--- src/sv/agsb_pkg.sv ---
// Package for the ack gap scoreboard: payload structs, field widths,
// mode/status/register codes, datapath command and status types.
// No dependencies.
package agsb_pkg;

    localparam int LEN_W    = 24;
    localparam int EPOCH_W  = 64;
    localparam int SEQ_W    = 48;
    localparam int MODE_W   = 2;
    localparam int STAT_W   = 2;
    localparam int CFG_IX_W = 2;
    localparam int PIECE_W  = 6;   // piece counter, up to MAX_PIECES - 1
    localparam int MAX_PIECES = 64;
    localparam logic [LEN_W-1:0] MAX_FRAG_RESET = 24'd1024;

    typedef logic [LEN_W-1:0]    len_t;
    typedef logic [CFG_IX_W-1:0] cfg_index_t;

    // Input modes
    localparam logic [MODE_W-1:0] MODE_SENT  = 2'd0;
    localparam logic [MODE_W-1:0] MODE_ACK   = 2'd1;
    localparam logic [MODE_W-1:0] MODE_QUERY = 2'd2;

    // Result status codes
    localparam logic [STAT_W-1:0] STAT_OK       = 2'd0;
    localparam logic [STAT_W-1:0] STAT_MAP_FULL = 2'd1;
    localparam logic [STAT_W-1:0] STAT_GAP_FULL = 2'd2;

    // Configuration register indexes
    localparam cfg_index_t REG_TOTAL_LENGTH = 2'd0;
    localparam cfg_index_t REG_MAX_FRAGMENT = 2'd1;

    typedef struct packed {
        logic [MODE_W-1:0]  mode;
        logic [EPOCH_W-1:0] epoch;
        logic [SEQ_W-1:0]   sequence_number;
        len_t               fragment_offset;
        len_t               fragment_length;
    } in_item_t;

    typedef struct packed {
        logic [STAT_W-1:0] status;
        len_t              unacked_count;
        logic              all_acked;
        len_t              piece_offset;
        len_t              piece_length;
        logic              last;
        logic              truncated;
    } out_item_t;

    typedef struct packed {
        len_t start;
        len_t stop;
    } gap_entry_t;

    typedef struct packed {
        logic [EPOCH_W-1:0] epoch;
        logic [SEQ_W-1:0]   sequence_number;
        len_t               offset;
        len_t               length;
    } map_entry_t;

    // Where a gap lies against the ack range [a, b)
    typedef enum logic [2:0] {
        GC_BELOW,
        GC_ABOVE,
        GC_COVER,
        GC_FRONT,
        GC_BACK,
        GC_SPLIT
    } gap_class_t;

    typedef enum logic [4:0] {
        OP_NONE,
        OP_LOAD,
        OP_MAP_RD,
        OP_MAP_NEXT,
        OP_MAP_WR,
        OP_SET_MAP_FULL,
        OP_ACK_SET,
        OP_GAP_RD,
        OP_GAP_NEXT,
        OP_DEL_START,
        OP_DEL_RD,
        OP_DEL_WR,
        OP_DEL_DONE,
        OP_TRIM_FRONT,
        OP_TRIM_BACK,
        OP_SET_GAP_FULL,
        OP_SPLIT_SAVE,
        OP_INS_RD,
        OP_INS_WR,
        OP_INS_HI,
        OP_INS_LO,
        OP_Q_LOAD,
        OP_PIECE,
        OP_ADV,
        OP_FINAL
    } dp_op_t;

    typedef struct packed {
        dp_op_t op;
    } dp_cmd_t;

    typedef struct packed {
        logic [MODE_W-1:0] mode;
        logic              map_end;
        logic              map_full;
        logic              map_hit;
        logic              ack_empty;
        logic              gap_end;
        logic              gap_full;
        logic              gap_none;
        logic              del_more;
        logic              ins_more;
        logic              gap_done;
        logic              out_last;
        gap_class_t        cls;
    } dp_stat_t;

    typedef enum logic [4:0] {
        FSM_IDLE,
        FSM_MAP_RD,
        FSM_MAP_CMP,
        FSM_ACK_CHK,
        FSM_GAP_RD,
        FSM_GAP_EV,
        FSM_DEL_CHK,
        FSM_DEL_WR,
        FSM_INS_CHK,
        FSM_INS_WR,
        FSM_INS_LO,
        FSM_Q_RD,
        FSM_Q_LD,
        FSM_Q_PC,
        FSM_RESULT,
        FSM_OUT
    } fsm_state_t;

endpackage

--- src/sv/agsb_ctrl.sv ---
// Controller state machine of the ack gap scoreboard: sequences map search,
// gap table edits, piece listing and result handshake.
// Depends on agsb_pkg; commands agsb_datapath.
module agsb_ctrl (
    input  logic               aclk,
    input  logic               aresetn,
    input  logic               s_valid,
    output logic               s_ready,
    output logic               m_valid,
    input  logic               m_ready,
    input  logic               cfg_valid,
    output logic               cfg_ready,
    input  agsb_pkg::dp_stat_t stat,
    output agsb_pkg::dp_cmd_t  cmd
);

    agsb_pkg::fsm_state_t state_reg, state_next;

    // State register
    always_ff @(posedge aclk) begin
        if (!aresetn) begin
            state_reg <= agsb_pkg::FSM_IDLE;
        end else begin
            state_reg <= state_next;
        end
    end

    // Next state and commands
    always_comb begin
        state_next = state_reg;
        cmd.op     = agsb_pkg::OP_NONE;
        s_ready    = 1'b0;
        m_valid    = 1'b0;
        cfg_ready  = 1'b0;

        case (state_reg)
            agsb_pkg::FSM_IDLE: begin
                cfg_ready = 1'b1;
                s_ready   = !cfg_valid;
                if (s_valid && !cfg_valid) begin
                    cmd.op = agsb_pkg::OP_LOAD;
                    case (1'b1)
                        (stat.mode == agsb_pkg::MODE_SENT),
                        (stat.mode == agsb_pkg::MODE_ACK): begin
                            state_next = agsb_pkg::FSM_MAP_RD;
                        end
                        default: begin
                            state_next = agsb_pkg::FSM_RESULT;
                        end
                    endcase
                end
            end
            agsb_pkg::FSM_MAP_RD: begin
                if (stat.map_end) begin
                    if (stat.mode == agsb_pkg::MODE_SENT) begin
                        cmd.op = stat.map_full ? agsb_pkg::OP_SET_MAP_FULL
                                               : agsb_pkg::OP_MAP_WR;
                    end
                    state_next = agsb_pkg::FSM_RESULT;
                end else begin
                    cmd.op     = agsb_pkg::OP_MAP_RD;
                    state_next = agsb_pkg::FSM_MAP_CMP;
                end
            end
            agsb_pkg::FSM_MAP_CMP: begin
                if (!stat.map_hit) begin
                    cmd.op     = agsb_pkg::OP_MAP_NEXT;
                    state_next = agsb_pkg::FSM_MAP_RD;
                end else if (stat.mode == agsb_pkg::MODE_ACK) begin
                    cmd.op     = agsb_pkg::OP_ACK_SET;
                    state_next = agsb_pkg::FSM_ACK_CHK;
                end else begin
                    state_next = agsb_pkg::FSM_RESULT;
                end
            end
            agsb_pkg::FSM_ACK_CHK: begin
                state_next = stat.ack_empty ? agsb_pkg::FSM_RESULT : agsb_pkg::FSM_GAP_RD;
            end
            agsb_pkg::FSM_GAP_RD: begin
                if (stat.gap_end) begin
                    state_next = agsb_pkg::FSM_RESULT;
                end else begin
                    cmd.op     = agsb_pkg::OP_GAP_RD;
                    state_next = agsb_pkg::FSM_GAP_EV;
                end
            end
            agsb_pkg::FSM_GAP_EV: begin
                case (stat.cls)
                    agsb_pkg::GC_BELOW: begin
                        cmd.op     = agsb_pkg::OP_GAP_NEXT;
                        state_next = agsb_pkg::FSM_GAP_RD;
                    end
                    agsb_pkg::GC_ABOVE: begin
                        state_next = agsb_pkg::FSM_RESULT;
                    end
                    agsb_pkg::GC_COVER: begin
                        cmd.op     = agsb_pkg::OP_DEL_START;
                        state_next = agsb_pkg::FSM_DEL_CHK;
                    end
                    agsb_pkg::GC_FRONT: begin
                        cmd.op     = agsb_pkg::OP_TRIM_FRONT;
                        state_next = agsb_pkg::FSM_GAP_RD;
                    end
                    agsb_pkg::GC_BACK: begin
                        cmd.op     = agsb_pkg::OP_TRIM_BACK;
                        state_next = agsb_pkg::FSM_GAP_RD;
                    end
                    default: begin
                        if (stat.gap_full) begin
                            cmd.op     = agsb_pkg::OP_SET_GAP_FULL;
                            state_next = agsb_pkg::FSM_RESULT;
                        end else begin
                            cmd.op     = agsb_pkg::OP_SPLIT_SAVE;
                            state_next = agsb_pkg::FSM_INS_CHK;
                        end
                    end
                endcase
            end
            agsb_pkg::FSM_DEL_CHK: begin
                if (stat.del_more) begin
                    cmd.op     = agsb_pkg::OP_DEL_RD;
                    state_next = agsb_pkg::FSM_DEL_WR;
                end else begin
                    cmd.op     = agsb_pkg::OP_DEL_DONE;
                    state_next = agsb_pkg::FSM_GAP_RD;
                end
            end
            agsb_pkg::FSM_DEL_WR: begin
                cmd.op     = agsb_pkg::OP_DEL_WR;
                state_next = agsb_pkg::FSM_DEL_CHK;
            end
            agsb_pkg::FSM_INS_CHK: begin
                if (stat.ins_more) begin
                    cmd.op     = agsb_pkg::OP_INS_RD;
                    state_next = agsb_pkg::FSM_INS_WR;
                end else begin
                    cmd.op     = agsb_pkg::OP_INS_HI;
                    state_next = agsb_pkg::FSM_INS_LO;
                end
            end
            agsb_pkg::FSM_INS_WR: begin
                cmd.op     = agsb_pkg::OP_INS_WR;
                state_next = agsb_pkg::FSM_INS_CHK;
            end
            agsb_pkg::FSM_INS_LO: begin
                cmd.op     = agsb_pkg::OP_INS_LO;
                state_next = agsb_pkg::FSM_GAP_RD;
            end
            agsb_pkg::FSM_Q_RD: begin
                if (stat.gap_none) begin
                    state_next = agsb_pkg::FSM_RESULT;
                end else begin
                    cmd.op     = agsb_pkg::OP_GAP_RD;
                    state_next = agsb_pkg::FSM_Q_LD;
                end
            end
            agsb_pkg::FSM_Q_LD: begin
                cmd.op     = agsb_pkg::OP_Q_LOAD;
                state_next = agsb_pkg::FSM_Q_PC;
            end
            agsb_pkg::FSM_Q_PC: begin
                cmd.op     = agsb_pkg::OP_PIECE;
                state_next = agsb_pkg::FSM_OUT;
            end
            agsb_pkg::FSM_RESULT: begin
                cmd.op     = agsb_pkg::OP_FINAL;
                state_next = agsb_pkg::FSM_OUT;
            end
            agsb_pkg::FSM_OUT: begin
                m_valid = 1'b1;
                if (m_ready) begin
                    if (stat.out_last) begin
                        state_next = agsb_pkg::FSM_IDLE;
                    end else begin
                        cmd.op     = agsb_pkg::OP_ADV;
                        state_next = stat.gap_done ? agsb_pkg::FSM_Q_RD : agsb_pkg::FSM_Q_PC;
                    end
                end
            end
            default: begin
                state_next = agsb_pkg::FSM_IDLE;
            end
        endcase

        // A query goes straight to the gap walk
        if (state_reg == agsb_pkg::FSM_IDLE && s_valid && !cfg_valid &&
            stat.mode == agsb_pkg::MODE_QUERY) begin
            state_next = agsb_pkg::FSM_Q_RD;
        end
    end

endmodule
--- config.mk ---
export PLATFORM = sky130hd
export DESIGN_NAME = agsb_ctrl
export DESIGN_NICKNAME = d
export VERILOG_FILES = /design/src/sv/agsb_pkg.sv /design/src/sv/agsb_ctrl.sv
export SDC_FILE = /design/constraint.sdc
export NUM_CORES = 1
export LEC_CHECK = 0
export BUFFER_PORTS_ARGS = -buffer_cell sky130_fd_sc_hd__buf_4
export CAP_MARGIN = 20
export CORE_UTILIZATION = 50
export DETAILED_ROUTE_END_ITERATION = 8
export GPL_TIMING_DRIVEN = 1
export PLACE_DENSITY = 0.8
export SYNTH_ARGS = -nofsm -noshare
export SYNTH_HDL_FRONTEND = slang
export SYNTH_SLANG_ARGS = --single-unit
--- constraint.sdc ---
create_clock -name aclk -period 1.9 [get_ports aclk]
set_input_delay 0.095 -clock aclk [delete_from_list [all_inputs] [get_ports aclk]]
set_output_delay 0.095 -clock aclk [all_outputs]
set_load 0.02 [all_outputs]
==> results.toml, run 1 <==
[status]
status = "complete, but fails checks"
violations = "DRC"

[sta]
relSlewSlack = 0.657
hold_violations = 0
fin_ws_ps = 9.08
max_freq_mhz = 529
skew_ps = 10.0
rsz0062_at_grt = "true"
period_share = 0.995
fin_setup_tns_ps = 0
tightest_slew_ps = 502
slew_violations = 0
period_minus_slack_ps = 1890
finalSetupViolations = 0

[yosys]
synth_top_cell_by_area = "dfxtp_1"
synth_commonest_cells = "a21oi_1, nand2_1, a31oi_1, inv_1"
synth.top_cell.area_share = 0.0937
ys_async_sr_fraction = 0
synth-seq-cells = 4
synthFlopType = "dfxtp_1"
synth_cell_type_count = 52
synth_nets = 144
avgSynthCellArea_um2 = 6.95
synth.area.top_cells = "dfxtp_1, a21oi_1, a21o_1"
ys_seq_area_frac = 0.0937
netlist_instances = 123
ys_warn_count = 0
synth.most_common_cell = "a21oi_1"
syn_area_um2 = 855
synth-edff-count = 0

[routing]
avgRoutedWirePerCell_um = 17.8
vias = 1231
topRoutingLayerUsed = "met4"
routed_wirelength_um = 3070
dr.pass1.iters = 8
remaining_drc_errors = 4
met1Wirelength_um = 1280
drt.antenna.violating_nets = 0
met3_length_um = 290
routed_via_density = 7.12
dr_wl_met2_um = 1380
drt_iter0_drc = 75

[clocking]
cts_tree = "built"
cts_buffer_depth = 2
clk_pin_slew_ps = 50
htree_levels = 1
insertion_delay_ps = 260
cts_sinks = 4
cts_made_buffers = 3
postCtsHoldBufs = 0
cts_root_buf = "clkbuf_4"

[critical_path]
setup.worst_path.end_class = "output pin"
crit_path_start_kind = "register"
cp_max_fo = 12
cpPeakStageDelay_ps = 530
worst-setup-path-type = "register to output pin"
critPathBufInv = 2
cp_cell_sequence = "buf_12 -> nor4bb_1 -> a31oi_1 -> nor4_1 -> or4b_1 -> buf_4"
crit_family = "simple AND/OR/NAND/NOR gates"
crit_slowest_cell = "or4b_1"
crit_arrival_ps = 1800
cp.required_ps = 1800

[finish]
drive_gt1_frac = 0.376
syn2layout_area_growth_pct = 41.9
largest_reg_flops = 4
nets = 180
n_antenna_cell = 0
fin_util = 0.778

[floorplanning]
initial_core_util = 0.548
dieArea_um2 = 1880
core_um2 = 1560
die_w_um = 43.3
die_h_um = 43.3
pin_count = 29
rows = 14

[power]
power.net_switching_mw = 0.824
power_density_nw_per_um2 = 1350
power_frac_comb = 0.801
power_mw = 1.64
netSwitchingFraction = 0.502
clock_power_share = 0.074
p_int_mw = 0.818
irDropWorstVdd_v = 0.000780
cellLeakagePower_nw = 0.506
seqPwrFrac = 0.125

[min_path]
hold_path.class = "input port to register"

[placed_design]
port_buffers = 28
place.gp.congestion = 1.02
dp_slack_ps = 171
hpwlAfterDp_um = 2350

[global_route]
antenna_found_initial = 0
grt_pass1_vias = 1110
grt_max_degree = 19
grt_pass1_wl_um = 5120
grt-ovfl-total = 0
grtUsageTotal = 0.357

[job]
maxCapViolations = 0
routing by layer:
| layer | global-route usage | vias up |
|---|---|---|
| li1 | - | 554 |
| met1 | 0.488 | 546 |
| met2 | 0.548 | 109 |
| met3 | 0.0583 | 22 |
| met4 | 0.169 | 0 |
| met5 | 0 | - |
cell type report:
cell class / instances / area [um^2]
Clock buffer: 3 / 22.5
Fill cell: 114 / 347
Inverter: 8 / 30.0
Multi-Input combinational cell: 102 / 727
Sequential cell: 4 / 87.6
Tap cell: 16 / 20.0
Timing Repair Buffer: 40 / 325
cell families after synthesis:
family	Yosys count	synth area share
buffers and inverters	17	0.0966
AND/OR/NAND/NOR	45	0.324
AO/OA/AOI/OAI	56	0.473
multiplexers	1	0.0132
flip-flops	4	0.0937
path summary, 6_finish.rpt:
path	depth (start not counted)	endpoint	start	slack, ps
max	6	cmd[2]	state_reg[0]$_SDFFE_PN0P_	9
min	2	state_reg[2]$_SDFFE_PP0P_	aresetn	100
max reg2reg	5	state_reg[1]$_SDFFE_PN0P_	state_reg[3]$_SDFFE_PN0P_	190
min reg2reg	3	state_reg[0]$_SDFFE_PN0P_	state_reg[1]$_SDFFE_PN0P_	710
layout by cell type (no fill, tap or decap), types with 2 or more instances in the layout:
master / instances
o22ai_1: 2
clkbuf_4: 3
o21ai_0: 3
a211oi_1: 2
a31oi_1: 7
a41oi_2: 2
inv_1: 7
nand4b_1: 2
a2bb2oi_1: 2
nand2_1: 8
a21oi_1: 10
buf_4: 38
a21o_1: 6
nor2_1: 6
o21a_1: 2
a2111oi_0: 2
nand2b_1: 3
or3_1: 2
a211o_1: 2
nand3_1: 2
dfxtp_2: 3
buf_12: 2
o211ai_1: 5
nor2b_1: 6
o21ai_1: 2
stage by stage:
| step | area [um^2] | std cells | hold slack [ps] |
|---|---|---|---|
| finish | 1210 | 173 | 104 |
| global route | 1210 | 173 | 118 |
| global placement | 1140 | 169 | 352 |
| detailed placement | 1140 | 169 | 380 |
| CTS | 1190 | 172 | 114 |
| floorplan | 855 | 123 | 226 |
repair_timing:
| action | 4_1_cts | 5_1_grt |
|---|---|---|
| cloned | 0 | 0 |
| pin swaps | 1 | 3 |
| resized for setup | 7 | 4 |
| setup endpoints to repair | 3 | 4 |
| buffers inserted | 0 | 1 |
power groups by stage:
stage,Combinational [mW],Clock (mW),Sequential (mW)
6_report,1.32,0.122,0.205
5_1_grt,1.41,0.123,0.208
4_1_cts,1.25,0.117,0.198
3_5_place_dp,1.22,0,0.192
3_3_place_gp,1.21,0,0.192
2_1_floorplan,0.829,0,0.147
(Power assumes the default switching activity.)
==> run 2: changes to the inputs <==
CORE_UTILIZATION = 45   (was 50)
PLACE_DENSITY = 0.76   (was 0.8)
clock period = 1.5 ns   (was 1.9 ns; I/O delays follow)
==> results.toml, run 2 (synthesis results as in run 1) <==
[sta]
relSlewSlack = 0.607
rsz0062_at_grt = "true"
period_share = 1.30
max_freq_mhz = 512
skew_ps = 2.69
tightest_slew_ps = 575
period_minus_slack_ps = 1950
fin_ws_ps = -455
hold_violations = 0
slew_violations = 0
finalSetupViolations = 10

[clocking]
cts_sinks = 4
cts_tree = "built"
cts_made_buffers = 3
insertion_delay_ps = 250
clk_pin_slew_ps = 40
postCtsHoldBufs = 0
cts_root_buf = "clkbuf_4"
htree_levels = 1
cts_buffer_depth = 2

[critical_path]
r2r-start = "state_reg[3]$_SDFFE_PN0P_"
rr_worst_depth = 6
cp.required_ps = 1420
crit_path_start_kind = "register"
cp_cell_sequence = "buf_12 -> or4b_4 -> o32ai_4 -> a41oi_2 -> o211ai_1 -> buf_4"
crit_slowest_cell = "or4b_4"
worst-setup-path-type = "register to output pin"
setup.worst_path.end_class = "output pin"
rrSetupSlack_ps = -220
cpPeakStageDelay_ps = 520
reg2reg_to = "state_reg[2]$_SDFFE_PP0P_"
crit_arrival_ps = 1880
cp_max_fo = 5

[routing]
remaining_drc_errors = 0
dr.pass1.iters = 7
drt_iter0_drc = 129
routed_wirelength_um = 4920
drt.antenna.violating_nets = 0
routed_via_density = 7.29
avgRoutedWirePerCell_um = 23.3
vias = 1538

[job]
maxCapViolations = 0

[floorplanning]
die_h_um = 45.6
initial_core_util = 0.490
die_w_um = 45.6
core_um2 = 1750
rows = 15
pin_count = 29
dieArea_um2 = 2080

[min_path]
min_from = "aresetn"
hold_path.class = "input port to register"
hold_depth = 2
hold_end = "state_reg[2]$_SDFFE_PP0P_"

[placed_design]
place_area_um2 = 1310
dp_slack_ps = -179
place.gp.congestion = 0.961
hpwlAfterDp_um = 2510
port_buffers = 28

[finish]
largest_reg_flops = 4
drive_gt1_frac = 0.548
layout_commonest_cell = "buf_4"
fillerInstances = 78
fin_area_um2 = 1570
syn2layout_area_growth_pct = 83.6
mostFrequentLayoutCells = "buf_4, nand2_1, a21oi_1, a31oi_1, buf_6"
n_antenna_cell = 0
nets = 209

[status]
status = "complete, but fails checks"
violations = "setup timing"

[global_route]
grt_pass1_vias = 1265
grt-ovfl-total = 0
grtUsageTotal = 0.413
grt_pass1_wl_um = 6070
antenna_found_initial = 0
grt_max_degree = 11

[power]
irDropWorstVdd_v = 0.00133
cellLeakagePower_nw = 0.688
power_density_nw_per_um2 = 1890
[run 2: changes by cell type in the layout (fill, tap and decap cells not counted), sizes merged]
cell,before,now
buf,40,69
[run 2: power breakdown]
group          switching (mW)  total, mW  internal, mW
clock network          0.0513      0.141        0.0899
registers              0.0923      0.264         0.172
logic                    1.29       2.57          1.28
total                    1.43       2.97          1.54
[run 2: worst max-delay path by stage]
stage | startpoint | endpoint | slack [ps] | depth (start not counted)
2_1_floorplan | state_reg[2]$_SDFFE_PP0P_ | cmd[2] | 10 | 5
3_3_place_gp | state_reg[3]$_SDFFE_PN0P_ | state_reg[1]$_SDFFE_PN0P_ | -210 | 6
3_5_place_dp | state_reg[3]$_SDFFE_PN0P_ | state_reg[1]$_SDFFE_PN0P_ | -180 | 6
4_1_cts | state_reg[0]$_SDFFE_PN0P_ | cmd[2] | -320 | 6
5_1_grt | state_reg[0]$_SDFFE_PN0P_ | cmd[2] | -450 | 6
6_report | state_reg[3]$_SDFFE_PN0P_ | cmd[1] | -450 | 6
[run 2: critical path: cells and delay by family (launching register included)]
family	cells	cell delay, ps
buffers and inverters	2	330
AO/OA/AOI/OAI	3	420
AND/OR/NAND/NOR	1	520
flip-flops	1	360
[run 2: timing repair]
item                       in CTS  in global routing
buffers inserted                7                  3
pin swaps                      15                  4
setup endpoints to repair      10                 10
gates cloned                    0                  0
gates resized for setup        33                  8
[run 2: cell type report]
cell class | instances | area [um^2] | share of cell area
Multi-Input combinational cell | 102 | 821 | 0.523
Timing Repair Buffer | 69 | 572 | 0.364
Sequential cell | 4 | 92.6 | 0.0590
Tap cell | 25 | 31.3 | 0.0199
Inverter | 8 | 30.0 | 0.0191
Clock buffer | 3 | 22.5 | 0.0144
[run 2: per-stage QoR]
| step | total power, mW | util | hold WS, ps | std cells | TNS, ps |
|---|---|---|---|---|---|
| 2_1_floorplan | 1.26 | - | 206 | 123 | 0 |
| 3_3_place_gp | 2.07 | 0.752 | 334 | 200 | -1080 |
| 3_5_place_dp | 2.08 | 0.752 | 351 | 200 | -1060 |
| 4_1_cts | 2.59 | 0.868 | 104 | 208 | -1670 |
| 5_1_grt | 3.04 | 0.899 | 105 | 211 | -2590 |
| 6_report | 2.97 | 0.899 | 103 | 211 | -2590 |
[run 2: per-layer routing]
metal	wire length (um)	global-route usage
met5	0	0
met4	462	0.182
met3	703	0.0595
met2	2120	0.666
met1	1630	0.538
